$ cat src/sv/u8u16_pkg.sv
package u8u16_pkg;

    // Result queue geometry
    localparam int unsigned QUEUE_DEPTH = 4;
    localparam int unsigned QPTR_W      = $clog2(QUEUE_DEPTH);
    localparam int unsigned QCNT_W      = $clog2(QUEUE_DEPTH + 1);

    // Code point and unit constants
    localparam logic [15:0] REPLACEMENT  = 16'hFFFD;
    localparam logic [15:0] HIGH_SURR    = 16'hD800;
    localparam logic [15:0] LOW_SURR     = 16'hDC00;
    localparam int unsigned PARTIAL_W    = 21;
    localparam int unsigned TRAILS_W     = 3;

    // Up to two code units produced by one input beat
    typedef struct packed {
        logic [1:0]  cnt;
        logic [15:0] unit0;
        logic        sub0;
        logic [15:0] unit1;
        logic        sub1;
    } u8u16_res_t;

endpackage

$ cat src/sv/u8u16_decode.sv
module u8u16_decode
    import u8u16_pkg::*;
(
    input  logic             clk,
    input  logic             rst_n,
    input  logic             in_valid,
    output logic             in_ready,
    input  logic [7:0]       in_byte,
    input  logic             in_final,
    input  logic             room,
    output u8u16_res_t       res
);

    logic                   in_valid_reg, in_valid_next;
    logic [7:0]             in_byte_reg;
    logic                   in_final_reg;
    logic [PARTIAL_W-1:0]   partial_reg, partial_next;
    logic [TRAILS_W-1:0]    trails_reg, trails_next;
    logic [TRAILS_W-1:0]    total_reg, total_next;

    logic                   adv;
    logic                   load;
    logic                   is_cont;
    logic                   is_ascii;
    logic                   lead_ok;
    logic [TRAILS_W-1:0]    lead_trails;
    logic [4:0]             lead_bits;
    logic [PARTIAL_W-1:0]   pv;
    logic [PARTIAL_W-1:0]   pv_off;
    logic                   fin_bad;
    logic                   bad_seq;
    logic                   lead_emit;
    logic [15:0]            lead_unit;
    logic                   lead_sub;

    assign adv      = in_valid_reg && room;
    assign in_ready = !in_valid_reg || adv;
    assign load     = in_valid && in_ready;

    // Input register
    always_comb
    begin
        in_valid_next = in_valid_reg;
        if (load)
        begin
            in_valid_next = 1'b1;
        end
        else if (adv)
        begin
            in_valid_next = 1'b0;
        end
    end

    always_ff @(posedge clk or negedge rst_n)
    begin
        if (!rst_n)
        begin
            in_valid_reg <= 1'b0;
        end
        else
        begin
            in_valid_reg <= in_valid_next;
        end
    end

    always_ff @(posedge clk)
    begin
        if (load)
        begin
            in_byte_reg  <= in_byte;
            in_final_reg <= in_final;
        end
    end

    // Lead byte classification
    always_comb
    begin
        is_ascii    = !in_byte_reg[7];
        is_cont     = (in_byte_reg[7:6] == 2'b10);
        lead_ok     = 1'b1;
        lead_trails = '0;
        lead_bits   = '0;
        if (in_byte_reg[7:5] == 3'b110)
        begin
            lead_trails = 3'd1;
            lead_bits   = in_byte_reg[4:0];
        end
        else if (in_byte_reg[7:4] == 4'b1110)
        begin
            lead_trails = 3'd2;
            lead_bits   = {1'b0, in_byte_reg[3:0]};
        end
        else if (in_byte_reg[7:3] == 5'b11110)
        begin
            lead_trails = 3'd3;
            lead_bits   = {2'b0, in_byte_reg[2:0]};
        end
        else if (in_byte_reg[7:2] == 6'b111110)
        begin
            lead_trails = 3'd4;
            lead_bits   = {3'b0, in_byte_reg[1:0]};
        end
        else if (in_byte_reg[7:1] == 7'b1111110)
        begin
            lead_trails = 3'd5;
            lead_bits   = {4'b0, in_byte_reg[0]};
        end
        else
        begin
            lead_ok = 1'b0;
        end
    end

    // Completed value checks: overlong, 5/6-byte, surrogate, FFFE/FFFF, range
    assign pv     = {partial_reg[PARTIAL_W-7:0], in_byte_reg[5:0]};
    assign pv_off = pv - PARTIAL_W'(32'h10000);

    always_comb
    begin
        fin_bad = 1'b0;
        case (total_reg)
            3'd1:    fin_bad = (pv < PARTIAL_W'(32'h80));
            3'd2:    fin_bad = (pv < PARTIAL_W'(32'h800));
            3'd3:    fin_bad = (pv < PARTIAL_W'(32'h10000));
            default: fin_bad = 1'b1;
        endcase
        if ((pv >= PARTIAL_W'(32'hD800) && pv <= PARTIAL_W'(32'hDFFF))
            || pv == PARTIAL_W'(32'hFFFE) || pv == PARTIAL_W'(32'hFFFF)
            || pv > PARTIAL_W'(32'h10FFFF))
        begin
            fin_bad = 1'b1;
        end
    end

    // Next state and results
    always_comb
    begin
        partial_next = partial_reg;
        trails_next  = trails_reg;
        total_next   = total_reg;
        res          = '0;
        bad_seq      = 1'b0;
        lead_emit    = 1'b0;
        lead_unit    = '0;
        lead_sub     = 1'b0;
        if (adv)
        begin
            if (trails_reg != '0 && is_cont)
            begin
                if (trails_reg == 3'd1)
                begin
                    partial_next = '0;
                    trails_next  = '0;
                    total_next   = '0;
                    if (fin_bad)
                    begin
                        res.cnt   = 2'd1;
                        res.unit0 = REPLACEMENT;
                        res.sub0  = 1'b1;
                    end
                    else if (pv < PARTIAL_W'(32'h10000))
                    begin
                        res.cnt   = 2'd1;
                        res.unit0 = pv[15:0];
                    end
                    else
                    begin
                        res.cnt   = 2'd2;
                        res.unit0 = HIGH_SURR + {6'b0, pv_off[19:10]};
                        res.unit1 = LOW_SURR + {6'b0, pv_off[9:0]};
                    end
                end
                else if (in_final_reg)
                begin
                    partial_next = '0;
                    trails_next  = '0;
                    total_next   = '0;
                    res.cnt      = 2'd1;
                    res.unit0    = REPLACEMENT;
                    res.sub0     = 1'b1;
                end
                else
                begin
                    partial_next = pv;
                    trails_next  = trails_reg - 3'd1;
                end
            end
            else
            begin
                // broken sequence: replace it, then treat the byte as a lead
                bad_seq = (trails_reg != '0);
                if (bad_seq)
                begin
                    partial_next = '0;
                    trails_next  = '0;
                    total_next   = '0;
                end
                if (is_ascii)
                begin
                    lead_emit = 1'b1;
                    lead_unit = {8'b0, in_byte_reg};
                end
                else if (!lead_ok || in_final_reg)
                begin
                    lead_emit    = 1'b1;
                    lead_unit    = REPLACEMENT;
                    lead_sub     = 1'b1;
                    partial_next = '0;
                    trails_next  = '0;
                    total_next   = '0;
                end
                else
                begin
                    partial_next = {{(PARTIAL_W-5){1'b0}}, lead_bits};
                    trails_next  = lead_trails;
                    total_next   = lead_trails;
                end
                if (bad_seq)
                begin
                    res.unit0 = REPLACEMENT;
                    res.sub0  = 1'b1;
                    res.unit1 = lead_unit;
                    res.sub1  = lead_sub;
                    res.cnt   = lead_emit ? 2'd2 : 2'd1;
                end
                else
                begin
                    res.unit0 = lead_unit;
                    res.sub0  = lead_sub;
                    res.cnt   = lead_emit ? 2'd1 : 2'd0;
                end
            end
        end
    end

    // Sequence state
    always_ff @(posedge clk or negedge rst_n)
    begin
        if (!rst_n)
        begin
            partial_reg <= '0;
            trails_reg  <= '0;
            total_reg   <= '0;
        end
        else
        begin
            partial_reg <= partial_next;
            trails_reg  <= trails_next;
            total_reg   <= total_next;
        end
    end

    // Checks
    a_trails_range: assert property (@(posedge clk) disable iff (!rst_n)
        trails_reg <= 3'd5)
        else $error("trail count out of range");

    a_trails_le_total: assert property (@(posedge clk) disable iff (!rst_n)
        trails_reg != '0 |-> (total_reg >= trails_reg))
        else $error("trail count exceeds sequence length");

    a_pair_first: assert property (@(posedge clk) disable iff (!rst_n)
        res.cnt == 2'd2 |-> ((res.unit0 == REPLACEMENT && res.sub0)
                             || res.unit0[15:10] == 6'b110110))
        else $error("two-unit beat starts with neither FFFD nor high surrogate");

    a_no_result_idle: assert property (@(posedge clk) disable iff (!rst_n)
        !adv |-> res.cnt == 2'd0)
        else $error("result produced without an advancing beat");

endmodule

$ cat src/sv/u8u16_outq.sv
module u8u16_outq
    import u8u16_pkg::*;
(
    input  logic        clk,
    input  logic        rst_n,
    input  u8u16_res_t  res,
    output logic        room,
    output logic        out_valid,
    input  logic        out_ready,
    output logic [15:0] out_unit,
    output logic        out_sub,
    output logic        out_last
);

    logic [15:0]       unit_reg [QUEUE_DEPTH];
    logic              sub_reg  [QUEUE_DEPTH];
    logic              last_reg [QUEUE_DEPTH];
    logic [QPTR_W-1:0] wr_ptr_reg, wr_ptr_next;
    logic [QPTR_W-1:0] rd_ptr_reg, rd_ptr_next;
    logic [QCNT_W-1:0] count_reg, count_next;
    logic [QPTR_W-1:0] wr_ptr_p1;
    logic              pop;

    assign room      = (count_reg <= QCNT_W'(QUEUE_DEPTH - 2));
    assign out_valid = (count_reg != '0);
    assign pop       = out_valid && out_ready;
    assign out_unit  = unit_reg[rd_ptr_reg];
    assign out_sub   = sub_reg[rd_ptr_reg];
    assign out_last  = last_reg[rd_ptr_reg];
    assign wr_ptr_p1 = wr_ptr_reg + QPTR_W'(1);

    // Pointer and fill count update
    always_comb
    begin
        wr_ptr_next = wr_ptr_reg + QPTR_W'(res.cnt);
        rd_ptr_next = rd_ptr_reg + QPTR_W'(pop);
        count_next  = count_reg + QCNT_W'(res.cnt) - QCNT_W'(pop);
    end

    always_ff @(posedge clk or negedge rst_n)
    begin
        if (!rst_n)
        begin
            wr_ptr_reg <= '0;
            rd_ptr_reg <= '0;
            count_reg  <= '0;
        end
        else
        begin
            wr_ptr_reg <= wr_ptr_next;
            rd_ptr_reg <= rd_ptr_next;
            count_reg  <= count_next;
        end
    end

    // Entry writes; last flag marks the final unit of a beat
    always_ff @(posedge clk)
    begin
        if (res.cnt != 2'd0)
        begin
            unit_reg[wr_ptr_reg] <= res.unit0;
            sub_reg[wr_ptr_reg]  <= res.sub0;
            last_reg[wr_ptr_reg] <= (res.cnt == 2'd1);
        end
        if (res.cnt == 2'd2)
        begin
            unit_reg[wr_ptr_p1] <= res.unit1;
            sub_reg[wr_ptr_p1]  <= res.sub1;
            last_reg[wr_ptr_p1] <= 1'b1;
        end
    end

    // Checks
    a_count_max: assert property (@(posedge clk) disable iff (!rst_n)
        count_reg <= QCNT_W'(QUEUE_DEPTH))
        else $error("result queue count beyond depth");

    a_no_overflow: assert property (@(posedge clk) disable iff (!rst_n)
        res.cnt != 2'd0 |-> room)
        else $error("push into result queue without room");

    a_ptr_track: assert property (@(posedge clk) disable iff (!rst_n)
        QPTR_W'(count_reg) == QPTR_W'(wr_ptr_reg - rd_ptr_reg))
        else $error("queue pointers disagree with count");

endmodule

$ cat src/sv/utf8_to_utf16_transcoder.sv
// Channel  Dir  tdata                   tuser            tlast
// s_axis   in   [7:0] in_byte           -                final_byte
// m_axis   out  [15:0] code_unit        [0] substituted  run_end
//
// One byte is accepted per cycle while the result queue has room; its code units
// pass through the input register, then decode into the result queue.
// A byte that yields two units (surrogate pair or FFFD plus a new lead) holds
// the output for two beats; the four-entry result queue absorbs that.
// Input stalls only while the queue holds more than two units.
// Reset clears the sequence state and empties the queue.
module utf8_to_utf16_transcoder
    import u8u16_pkg::*;
(
    input  logic        clk,
    input  logic        rst_n,
    input  logic        s_axis_tvalid,
    output logic        s_axis_tready,
    input  logic [7:0]  s_axis_tdata,   // [7:0] in_byte
    input  logic        s_axis_tlast,
    output logic        m_axis_tvalid,
    input  logic        m_axis_tready,
    output logic [15:0] m_axis_tdata,   // [15:0] code_unit
    output logic        m_axis_tuser,   // [0] substituted
    output logic        m_axis_tlast
);

    u8u16_res_t res;
    logic       room;

    u8u16_decode u_decode (
        .clk      (clk),
        .rst_n    (rst_n),
        .in_valid (s_axis_tvalid),
        .in_ready (s_axis_tready),
        .in_byte  (s_axis_tdata),
        .in_final (s_axis_tlast),
        .room     (room),
        .res      (res)
    );

    u8u16_outq u_outq (
        .clk       (clk),
        .rst_n     (rst_n),
        .res       (res),
        .room      (room),
        .out_valid (m_axis_tvalid),
        .out_ready (m_axis_tready),
        .out_unit  (m_axis_tdata),
        .out_sub   (m_axis_tuser),
        .out_last  (m_axis_tlast)
    );

endmodule

$ cat config.mk
export PLATFORM = sky130hd
export DESIGN_NAME = utf8_to_utf16_transcoder
export DESIGN_NICKNAME = d
export VERILOG_FILES = /design/src/sv/u8u16_pkg.sv /design/src/sv/u8u16_decode.sv /design/src/sv/u8u16_outq.sv /design/src/sv/utf8_to_utf16_transcoder.sv
export SDC_FILE = /design/constraint.sdc
export NUM_CORES = 1
export LEC_CHECK = 0
export ABC_AREA = 1
export CAP_MARGIN = 20
export CORE_ASPECT_RATIO = 0.9
export CORE_UTILIZATION = 30
export CTS_CLUSTER_DIAMETER = 30
export DETAILED_ROUTE_END_ITERATION = 7
export DONT_BUFFER_PORTS = 1
export PLACE_DENSITY_LB_ADDON = 0.12
export SLEW_MARGIN = 10
export SYNTH_ARGS = -nofsm -noshare
export SYNTH_HDL_FRONTEND = slang
export SYNTH_SLANG_ARGS = --single-unit
export TNS_END_PERCENT = 5
$ cat constraint.sdc
create_clock -name clk -period 7.8 [get_ports clk]
set_clock_uncertainty 0.15 [all_clocks]
set_input_delay 1.17 -clock clk [delete_from_list [all_inputs] [get_ports clk]]
set_output_delay 1.17 -clock clk [all_outputs]
set_load 0.03 [all_outputs]
Word-level counts from Yosys, hierarchy flattened
Memories as Yosys holds them, arrays and structs flattened.
Index checks and enable logic that the tools add are counted.
{ "totals": {"register_bits": 38, "ram_bits": 72, "input_bits": 13, "output_inout_bits": 20, "n_memories": 3} }
{ "mem_list": {"columns": ["name", "words", "width", "read_ports", "rd_clocked_by_memory_dff", "write_ports", "line", "text"], "rows": [
  ["u_outq.unit_reg", 4, 16, 1, 0, 2, "u8u16_outq.sv:15", "logic [15:0] unit_reg [QUEUE_DEPTH];"],
  ["u_outq.last_reg", 4, 1, 1, 0, 2, "u8u16_outq.sv:17", "logic last_reg [QUEUE_DEPTH];"],
  ["u_outq.sub_reg", 4, 1, 1, 0, 2, "u8u16_outq.sv:16", "logic sub_reg [QUEUE_DEPTH];"]
]} }
{ "classes": {"n_addsub": 9, "magnitude_cmp": 7, "eq_ne": 15, "mux": 60, "reduce_logical": 19} }
{ "ops": {"columns": ["operator", "count"], "rows": [
  ["$mux W16", 5],
  ["$mux W15", 5],
  ["$mux W18", 3],
  ["$eq A21 B16 Y1 const B", 2],
  ["$mux W3", 14],
  ["$mux W19", 2],
  ["$mux W36", 1],
  ["$mux W35", 1],
  ["$add A15 B11 Y16 const A", 2],
  ["$mux W5", 5],
  ["$ge A21 B16 Y1 const B", 1],
  ["$gt A21 B21 Y1 const B", 1],
  ["$le A21 B16 Y1 const B", 1],
  ["$lt A21 B12 Y1 const B", 1],
  ["$lt A21 B17 Y1 const B", 1],
  ["$lt A21 B8 Y1 const B", 1],
  ["$mux W1", 21],
  ["$sub A20 B17 Y20 const B", 1],
  ["$mux W17", 1],
  ["$reduce_bool A3 Y1", 3],
  ["$eq A7 B7 Y1 const B", 1],
  ["$eq A3 B1 Y1 const B", 2],
  ["$eq A3 B2 Y1 const B", 2],
  ["$eq A6 B6 Y1 const B", 1],
  ["other kinds (21)", 32]
]} }

Longest topological paths before layout
Gate-level depths: netlist of run 1.
{ "logic_depth": {"depth_word": 19, "ltp_mapped": 16, "depth_no_buf": 16} }

Modules after synthesis
A second synthesis of run 1 with hierarchy kept.
{ "hier_totals": {"cells_unflattened": 787, "area_unflattened_um2": 6692.7} }
{ "by_module_without_submodules": {"columns": ["module", "instances", "cells_each", "area_each_um2", "seq_area_each_um2"], "rows": [
  ["u8u16_outq", 1, 432, 4251.6, 2297.2],
  ["u8u16_decode", 1, 355, 2441.1, 820.8]
]} }

Worst setup path after synthesis of run 1
Ideal clock, no wire load.
{ "synth_path": {"kind": "flip-flop to flip-flop", "startpoint": "register u_decode.in_byte_reg[7]", "endpoint": "memory u_outq.sub_reg[0] (enable)", "setup_ps": 373, "t_arrival_ps": 2363, "required_ps": 7277, "setup_slack_ps": 4914, "path_stages_with_launch": 13, "path_buffers": 1, "period_less_slack_ps": 2886, "cell_sequence": "edfxtp_1 > nand2_1 > inv_1 > nand4_1 > nand3_1 > nand2_1 > ha_1 > nand3_1 > nand2_4 > nor2_8 > nand2_4 > buf_4 > nand2_1"} }
{ "synth_rtl": {"columns": ["element", "line", "text"], "rows": [
  ["start: declaration", "u8u16_decode.sv:15", "logic [7:0] in_byte_reg;"],
  ["start signal: assignment", "u8u16_decode.sv:70", "in_byte_reg <= in_byte;"],
  ["end: declaration", "u8u16_outq.sv:16", null]
]} }

==> results.toml, run 1 <==
[pwr]
p_sw_frac = 0.4794
power.share.sequential = 0.353
p_per_area_nw_per_um2 = 440.9
total_power_uw = 2993
pwr-share-clk = 0.166
p_leak_uw = 0.002876
switching_power_uw = 1435
combinationalPowerShare = 0.481
ir_drop_mv = 0.1350
p_int_uw = 1558

[timing]
min_period_ps = 4027
max_freq_mhz = 248.3
final.setup.tns_ps = 0
worst_slew_pin_slew_ps = 1022
drv_slew = 0
finalSetupViolations = 0
max_slew_margin = 0.3159
grt_setup_unrepaired = "no"
post-route-period-util = 0.5163
finalHoldViolations = 0

[yosys]
synth_cells = 767
syn_area_sq_um = 6259
synth-main-ff-cell = "edfxtp_1"
avgSynthCellArea_sq_um = 8.160
synth-seq-cells = 110
yosysUniqueCellTypes = 40
synth_edf_count = 77
yosysSeqAreaShare = 0.4982
ys_warn_count = 0
syn_nets = 790
synthArstFlopShare = 0.2636

[global_routing]
grt_pass1_vias = 4942
grt_pass1_wl_mm = 28.40
grt-ovfl-total = 0
antenna_found_initial = 0
grt_max_degree = 39
grt_use_total = 0.1721

[placed_design]
place_area_sq_um = 6442
portBuffers = 0
dp_hpwl_mm = 13.07
routabilityCongestion = 0.8450

[clocking]
cts_tree = "built"
ctsHoldBuffers = 0
cts_inserted_buffers = 9
cts_setup_buffers = 0
max-clock-path-buffers = 2
htree_levels = 3
clock_sinks = 110
clk_latency_ps = 360
cts_resized = 0
path_clk_slew_ps = 80
root_buffer = "clkbuf_16"

[detailed_routing]
wire_per_inst_um = 17.60
drc_errors = 0
via_count = 5170
wirelength_mm = 17.81
avgViaCountPerCell = 5.109
drt_iter0_drc = 485
antenna_left = 0
first_pass_iters = 7

[final_layout]
design_area_sq_um = 6788
area_delta_synth_final_pct = 8.457
n_antenna_cell = 0
layout.nets = 775
largest_reg_flops = 64
n_fill_cell = 2104
layout_common_cells = "nand2_1 (209), nor2_1 (95), o21ai_0 (84)"
final_common_cell = "nand2_1"
drive_above_1_share = 0.06473

[die]
fp.dieW_um = 154.3
rows = 49
num_io_pins = 33
core_area_sq_um = 20230
start_util = 0.3093
fp.dieH_um = 139.0
die-area_sq_um = 21440

[worst_setup_path]
worst_setup_path_start_kind = "flip-flop"
worst-path-max-fanout = 28
endpoint_kind = "flip-flop"
path_class = "reg -> reg"
startpoint = "u_outq.count_reg[2]"
cp.required_ps = 7540
r2r-start = "u_outq.count_reg[2]"
cp_data_arrival_time_ps = 3770

[outcome]
status = "finished, final reports clean"

[worst_hold_path]
hold_start = "u_outq.last_reg[1]"
hold_class = "reg -> reg"

[run]
max-cap-violations = 0
-- stage by stage --
| step | setup slack, ps | std cells | util | hold WS, ps |
|---|---|---|---|---|
| after global placement | 3678 | 995 | 0.3184 | 292.0 |
| final | 3773 | 1012 | 0.3355 | 306.6 |
| after detailed placement | 3551 | 995 | 0.3184 | 291.8 |
| after floorplan | 4914 | 767 | - | 270.5 |
| after CTS | 3160 | 1011 | 0.3341 | 310.2 |
| after global routing | 3287 | 1012 | 0.3355 | 334.0 |
-- cells in the mapped netlist, types with 9 or more instances --
| master | instances | area (sq um) |
|---|---|---|
| inv_1 | 64 | 240.2 |
| nand4_1 | 11 | 68.82 |
| a21oi_1 | 9 | 45.04 |
| nand3_1 | 45 | 225.2 |
| ha_1 | 9 | 112.6 |
| o21ai_1 | 20 | 100.1 |
| o21ai_0 | 84 | 420.4 |
| nand2_1 | 209 | 784.5 |
| clkbuf_1 | 19 | 71.32 |
| dfrtp_1 | 29 | 725.7 |
| edfxtp_1 | 77 | 2312 |
| o22ai_1 | 28 | 175.2 |
| nor2_1 | 95 | 356.6 |
-- cells by family (layout without fill, tap and decap cells) --
group,Yosys count,after routing,share of synthesized area
compound gates,154,154,0.1361
xor+xnor,8,8,0.01120
fa+ha+maj,10,10,0.02119
buf+inv,101,91,0.06777
flops,110,110,0.4982
simple gates,384,384,0.2655
-- final timing paths --
| path | slack, ps | end | depth (start not counted) |
|---|---|---|---|
| max in group asynchronous | 7060 | u_decode.in_valid_reg | 0 |
| worst max-delay path | 3770 | u_outq.unit_reg[0][10] | 10 |
| worst min register to register | 310 | u_outq.last_reg[1] | 2 |
| min in group asynchronous | 350 | u_decode.partial_reg[8] | 0 |
| worst min-delay path | 310 | u_outq.last_reg[1] | 2 |
| worst max register to register | 3770 | u_outq.unit_reg[0][10] | 10 |
-- per-layer routing --
metal | up-vias | GRT usage | part of all wire
met5 | - | 0 | 0
met4 | 0 | 0.05315 | 0.018
met3 | 19 | 0.03281 | 0.039
met2 | 124 | 0.2639 | 0.44
met1 | 2478 | 0.2445 | 0.51
li1 | 2549 | - | -
-- final cells by class --
class / count / area [sq um] / share of cell area
timing repair buffer: 4 / 50.05 / 0.007373
sequential: 110 / 3118 / 0.4594
inverter: 71 / 266.5 / 0.03926
clock buffer: 9 / 225.2 / 0.03318
clock inverter: 7 / 92.59 / 0.01364
tap: 255 / 319.1 / 0.04700
multi-input combinational: 556 / 2716 / 0.4002
-- worst max-delay path, cell delays in order (launching register included) --
cell     delay [ps]
dfrtp_1         410
nor2_1          180
nor2_1          100
nor2_1          750
inv_1           320
nor2_1          290
nand3_2         150
nand2_4         170
nor2_8          130
nand2_4         280
nand2_1         620
-- power groups by stage --
stage	registers [uW]	clock network, uW	logic (uW)
after floorplan	1000	0	1130
after global placement	1090	0	1410
after detailed placement	1090	0	1410
after CTS	1070	504	1420
after global routing	1080	523	1620
final	1060	497	1440
No activity file was read; power rests on OpenSTA's default activity.
==> run 2, diff against run 1 <==
==> constraint.sdc (replaced) <==
create_clock -name clk -period 3.85 [get_ports clk]
set_clock_uncertainty 0.15 [all_clocks]
set_input_delay 0.5775 -clock clk [delete_from_list [all_inputs] [get_ports clk]]
set_output_delay 0.5775 -clock clk [all_outputs]
set_load 0.03 [all_outputs]
==> results.toml, run 2 (synthesis gave the netlist of run 1 again) <==
[detailed_routing]
avgViaCountPerCell = 5.094
antenna_left = 0
drc_errors = 0
wire_per_inst_um = 17.91
drt_iter0_drc = 451
wirelength_mm = 18.36
via_count = 5221
first_pass_iters = 6

[placed_design]
dp_hpwl_mm = 13.96
routabilityCongestion = 0.8833
portBuffers = 0

[die]
die-area_sq_um = 21440
core_area_sq_um = 20230
rows = 49
fp.dieH_um = 139.0
start_util = 0.3093
num_io_pins = 33
fp.dieW_um = 154.3

[clocking]
cts_inserted_buffers = 9
htree_levels = 3
root_buffer = "clkbuf_16"
max-clock-path-buffers = 2
path_clk_slew_ps = 80
clock_sinks = 110
cts_resized = 0
cts_tree = "built"
clk_latency_ps = 360

[final_layout]
multi_input_area_sq_um = 2716
drive_above_1_share = 0.08052
n_antenna_cell = 0
area_delta_synth_final_pct = 10.16
layout_common_cells = "nand2_1 (209), nor2_1 (95), o21ai_0 (84)"
largest_reg_flops = 64
layout.nets = 788
n_fill_cell = 2131
ff_latch_area_sq_um = 3118
final_common_cell = "nand2_1"
post-route-util = 0.3408

[outcome]
status = "finished, final reports clean"

[worst_hold_path]
hold_class = "in -> reg"

[worst_setup_path]
worst_setup_path_start_kind = "flip-flop"
worst-path-max-fanout = 28
endpoint_kind = "flip-flop"
path_class = "reg -> reg"
cp_data_arrival_time_ps = 3300
cp.required_ps = 3750

[pwr]
switching_power_uw = 2990
p_int_uw = 3160
ir_drop_mv = 0.2891
combinationalPowerShare = 0.501
power.share.sequential = 0.340
p_sw_frac = 0.4861
p_per_area_nw_per_um2 = 892.0
p_leak_uw = 0.002940
pwr-share-clk = 0.160

[timing]
max_freq_mhz = 293.7
final.setup.tns_ps = 0
grt_setup_unrepaired = "no"
min_period_ps = 3405
max_slew_margin = 0.3938
post-route-period-util = 0.8844
drv_slew = 0
finalSetupViolations = 0
worst_slew_pin_slew_ps = 909.3
finalHoldViolations = 0

[global_routing]
grt-ovfl-total = 0
antenna_found_initial = 0
grt_max_degree = 39
grt_pass1_wl_mm = 29.03
grt_use_total = 0.1773
grt_pass1_vias = 5023

[run]
max-cap-violations = 0
## run 2: worst max-delay path, stage by stage (launching register included)
cell     delay (ps)
dfrtp_1         400
inv_1            80
ha_1            200
nand2_2         160
inv_1           130
nor3_4          270
inv_1           260
nand3_1         240
nand2_4         140
nor2_8          400
nand2_4         260
nand2_1         130
buf_4           260
## run 2: power by group through the flow
stage          Combinational [uW]  Sequential [uW]  Clock (uW)
2_1_floorplan                2300             2030           0
3_3_place_gp                 3100             2120           0
3_5_place_dp                 3100             2120           0
4_1_cts                      3120             2090        1010
5_1_grt                      3450             2130        1050
6_report                     3080             2090         983
## run 2: timing repair
action,in CTS,in global routing
hold buffers,2,0
buffers inserted,0,0
hold endpoints to repair,29,0
## run 2: worst paths after layout
kind | end | cells past startpoint | slack, ps | from
max reg2reg | u_outq.unit_reg[3][6] | 12 | 450 | u_decode.trails_reg[0]
min reg2reg | u_outq.last_reg[2] | 2 | 300 | u_outq.last_reg[2]
max in group asynchronous | u_decode.trails_reg[1] | 2 | 2870 | rst_n
max | u_outq.unit_reg[3][6] | 12 | 450 | u_decode.trails_reg[0]
min | u_decode.in_byte_reg[4] | 0 | 160 | s_axis_tdata[4]
min in group asynchronous | u_decode.partial_reg[14] | 2 | 500 | rst_n
## run 2: stage by stage
stage	setup slack [ps]	total power (uW)	hold WS [ps]	instance area, sq um	std cells
floorplan	963.6	4323	131.9	6259	767
global placement	609.7	5212	133.0	6545	1007
detailed placement	488.0	5220	133.1	6545	1007
CTS	465.6	6226	147.4	6894	1025
global route	171.2	6626	140.1	6894	1025
finish	445.0	6150	160.9	6894	1025
## run 2: metal layers
metal  wire length, um  track usage
met5                 0            0
met4               380      0.05680
met3               851      0.02781
met2              8288       0.2794
met1              8835       0.2488
## run 2: area by class of cell
class	count	area share
flip-flops and latches	110	0.4523
multi-input cells	556	0.3940
well taps	255	0.04628
inverters	71	0.03866
clock buffers	9	0.03267
repair buffers	17	0.02250
clock inverters	7	0.01361
==> run 3, diff against run 2 <==
--- a/config.mk
+++ b/config.mk
@@ -12,7 +12,7 @@
 export CTS_CLUSTER_DIAMETER = 30
 export DETAILED_ROUTE_END_ITERATION = 7
 export DONT_BUFFER_PORTS = 1
-export PLACE_DENSITY_LB_ADDON = 0.12
+export PLACE_DENSITY = 0.41
 export SLEW_MARGIN = 10
 export SYNTH_ARGS = -nofsm -noshare
 export SYNTH_HDL_FRONTEND = slang
==> results.toml, run 3 (synthesis gave the netlist of run 1 again) <==
[die]
rows = 49
die-area_sq_um = 21440
fp.dieH_um = 139.0
fp.dieW_um = 154.3
num_io_pins = 33
start_util = 0.3093
core_area_sq_um = 20230

[placed_design]
routabilityCongestion = 0.8376
portBuffers = 0
place_ws_ps = 533.7
dp_hpwl_mm = 13.39

[final_layout]
drive_above_1_share = 0.08290
largest_reg_flops = 64
layout_common_cells = "nand2_1 (209), nor2_1 (95), o21ai_0 (84)"
layout.nets = 790
n_fill_cell = 2102
ff_latch_area_sq_um = 3118
final_common_cell = "nand2_1"
area_delta_synth_final_pct = 10.76
n_antenna_cell = 0
multi_input_area_sq_um = 2716

[timing]
finalSetupViolations = 0
max_slew_margin = 0.4390
post-route-period-util = 0.8688
drv_slew = 0
fin_ws_ps = 505.0
finalHoldViolations = 0
grt_setup_unrepaired = "no"
worst_slew_pin_slew_ps = 841.5
final.setup.tns_ps = 0
min_period_ps = 3345
max_freq_mhz = 299.0

[detailed_routing]
drt_iter0_drc = 381
wirelength_mm = 18.66
drc_errors = 0
antenna_left = 0
via_count = 5223
avgViaCountPerCell = 5.086
first_pass_iters = 5
wire_per_inst_um = 18.17

[worst_setup_path]
cp_data_arrival_time_ps = 3270
worst_setup_path_start_kind = "flip-flop"
worst-path-max-fanout = 28
cpPeakStageDelay_ps = 390
endpoint_kind = "flip-flop"
path_class = "reg -> reg"
critPathSlowestCell = "dfrtp_1"
crit_top_cell = "inv_1"
cp.required_ps = 3780
crit_buf_inv = 4
critPathTopFamily = "simple AND/OR/NAND/NOR gates"
cp_cell_sequence = "inv_1 > ha_1 > nand2_2 > inv_1 > nor3_4 > inv_1 > nand3_1 > nand2_4 > nor2_8 > nand2_2 > nand2_1 > buf_12"

[pwr]
p_int_uw = 3238
switching_power_uw = 2963
power.share.sequential = 0.335
p_per_area_nw_per_um2 = 894.7
pwr-share-clk = 0.164
p_leak_uw = 0.002957
ir_drop_mv = 0.2710
p_sw_frac = 0.4778
combinationalPowerShare = 0.501

[run]
max-cap-violations = 0

[worst_hold_path]
hold_class = "in -> reg"

[global_routing]
grt-ovfl-total = 0
grt_max_degree = 38
grt_pass1_vias = 5113
grt_pass1_wl_mm = 29.21
grt_use_total = 0.1803
antenna_found_initial = 0

[clocking]
cts_inserted_buffers = 9
clk_latency_ps = 360
cts_tree = "built"
cts_setup_buffers = 0
clock_sinks = 110
root_buffer = "clkbuf_16"
cts_resized = 0
max-clock-path-buffers = 2
path_clk_slew_ps = 80
htree_levels = 3

[outcome]
status = "finished, final reports clean"
==> run 3: cell count changes in the layout (fill, tap and decap cells not counted), sizes merged <==
cell and delta:
buf +2, bufinv +1, clkinv -2, clkinvlp +1
==> run 3: final cells by class <==
type / count / area share
Tap cell: 255 / 0.04603
Inverter: 71 / 0.03845
Clock buffer: 9 / 0.03249
Timing Repair Buffer: 19 / 0.02744
Multi-Input combinational cell: 556 / 0.3919
Sequential cell: 110 / 0.4498
Clock inverter: 7 / 0.01390
==> run 3: through the flow <==
step / instances / area [sq um] / hold slack, ps / util / power (uW)
after floorplan: 767 / 6259 / 131.9 / - / 4323
after global placement: 1008 / 6553 / 132.9 / 0.3239 / 5188
after detailed placement: 1008 / 6553 / 133.8 / 0.3239 / 5211
after CTS: 1026 / 6904 / 140.7 / 0.3412 / 6256
after global routing: 1027 / 6932 / 137.0 / 0.3426 / 6684
final: 1027 / 6932 / 155.2 / 0.3426 / 6202
==> run 3: power groups by stage <==
stage          Clock (uW)  Combinational, uW  Sequential, uW
2_1_floorplan           0               2300            2030
3_3_place_gp            0               3080            2110
3_5_place_dp            0               3100            2110
4_1_cts              1050               3120            2080
5_1_grt              1090               3470            2120
6_report             1020               3110            2080
==> run 3: layer usage <==
layer | part of all wire | track usage | vias to the layer above
li1 | - | - | 2580
met1 | 0.47 | 0.2391 | 2475
met2 | 0.47 | 0.3002 | 148
met3 | 0.042 | 0.03125 | 20
met4 | 0.018 | 0.05367 | 0
met5 | 0 | 0 | -
==> run 3: path summary, 6_finish.rpt <==
kind | from | end | slack [ps] | depth (start not counted)
setup reg to reg | u_decode.trails_reg[0] | u_outq.unit_reg[1][2] | 510 | 12
setup / recovery | u_decode.trails_reg[0] | u_outq.unit_reg[1][2] | 510 | 12
hold / removal | s_axis_tdata[7] | u_decode.in_byte_reg[7] | 160 | 0
max in group asynchronous | rst_n | u_decode.partial_reg[12] | 2890 | 2
hold reg to reg | u_outq.last_reg[0] | u_outq.last_reg[0] | 300 | 2
min in group asynchronous | rst_n | u_decode.partial_reg[2] | 490 | 2
==> run 3: repair_timing <==
| action | CTS | global route |
|---|---|---|
| hold buffers | 2 | 0 |
| endpoints found under the setup margin | 0 | 0 |
| hold endpoints to repair | 29 | 0 |
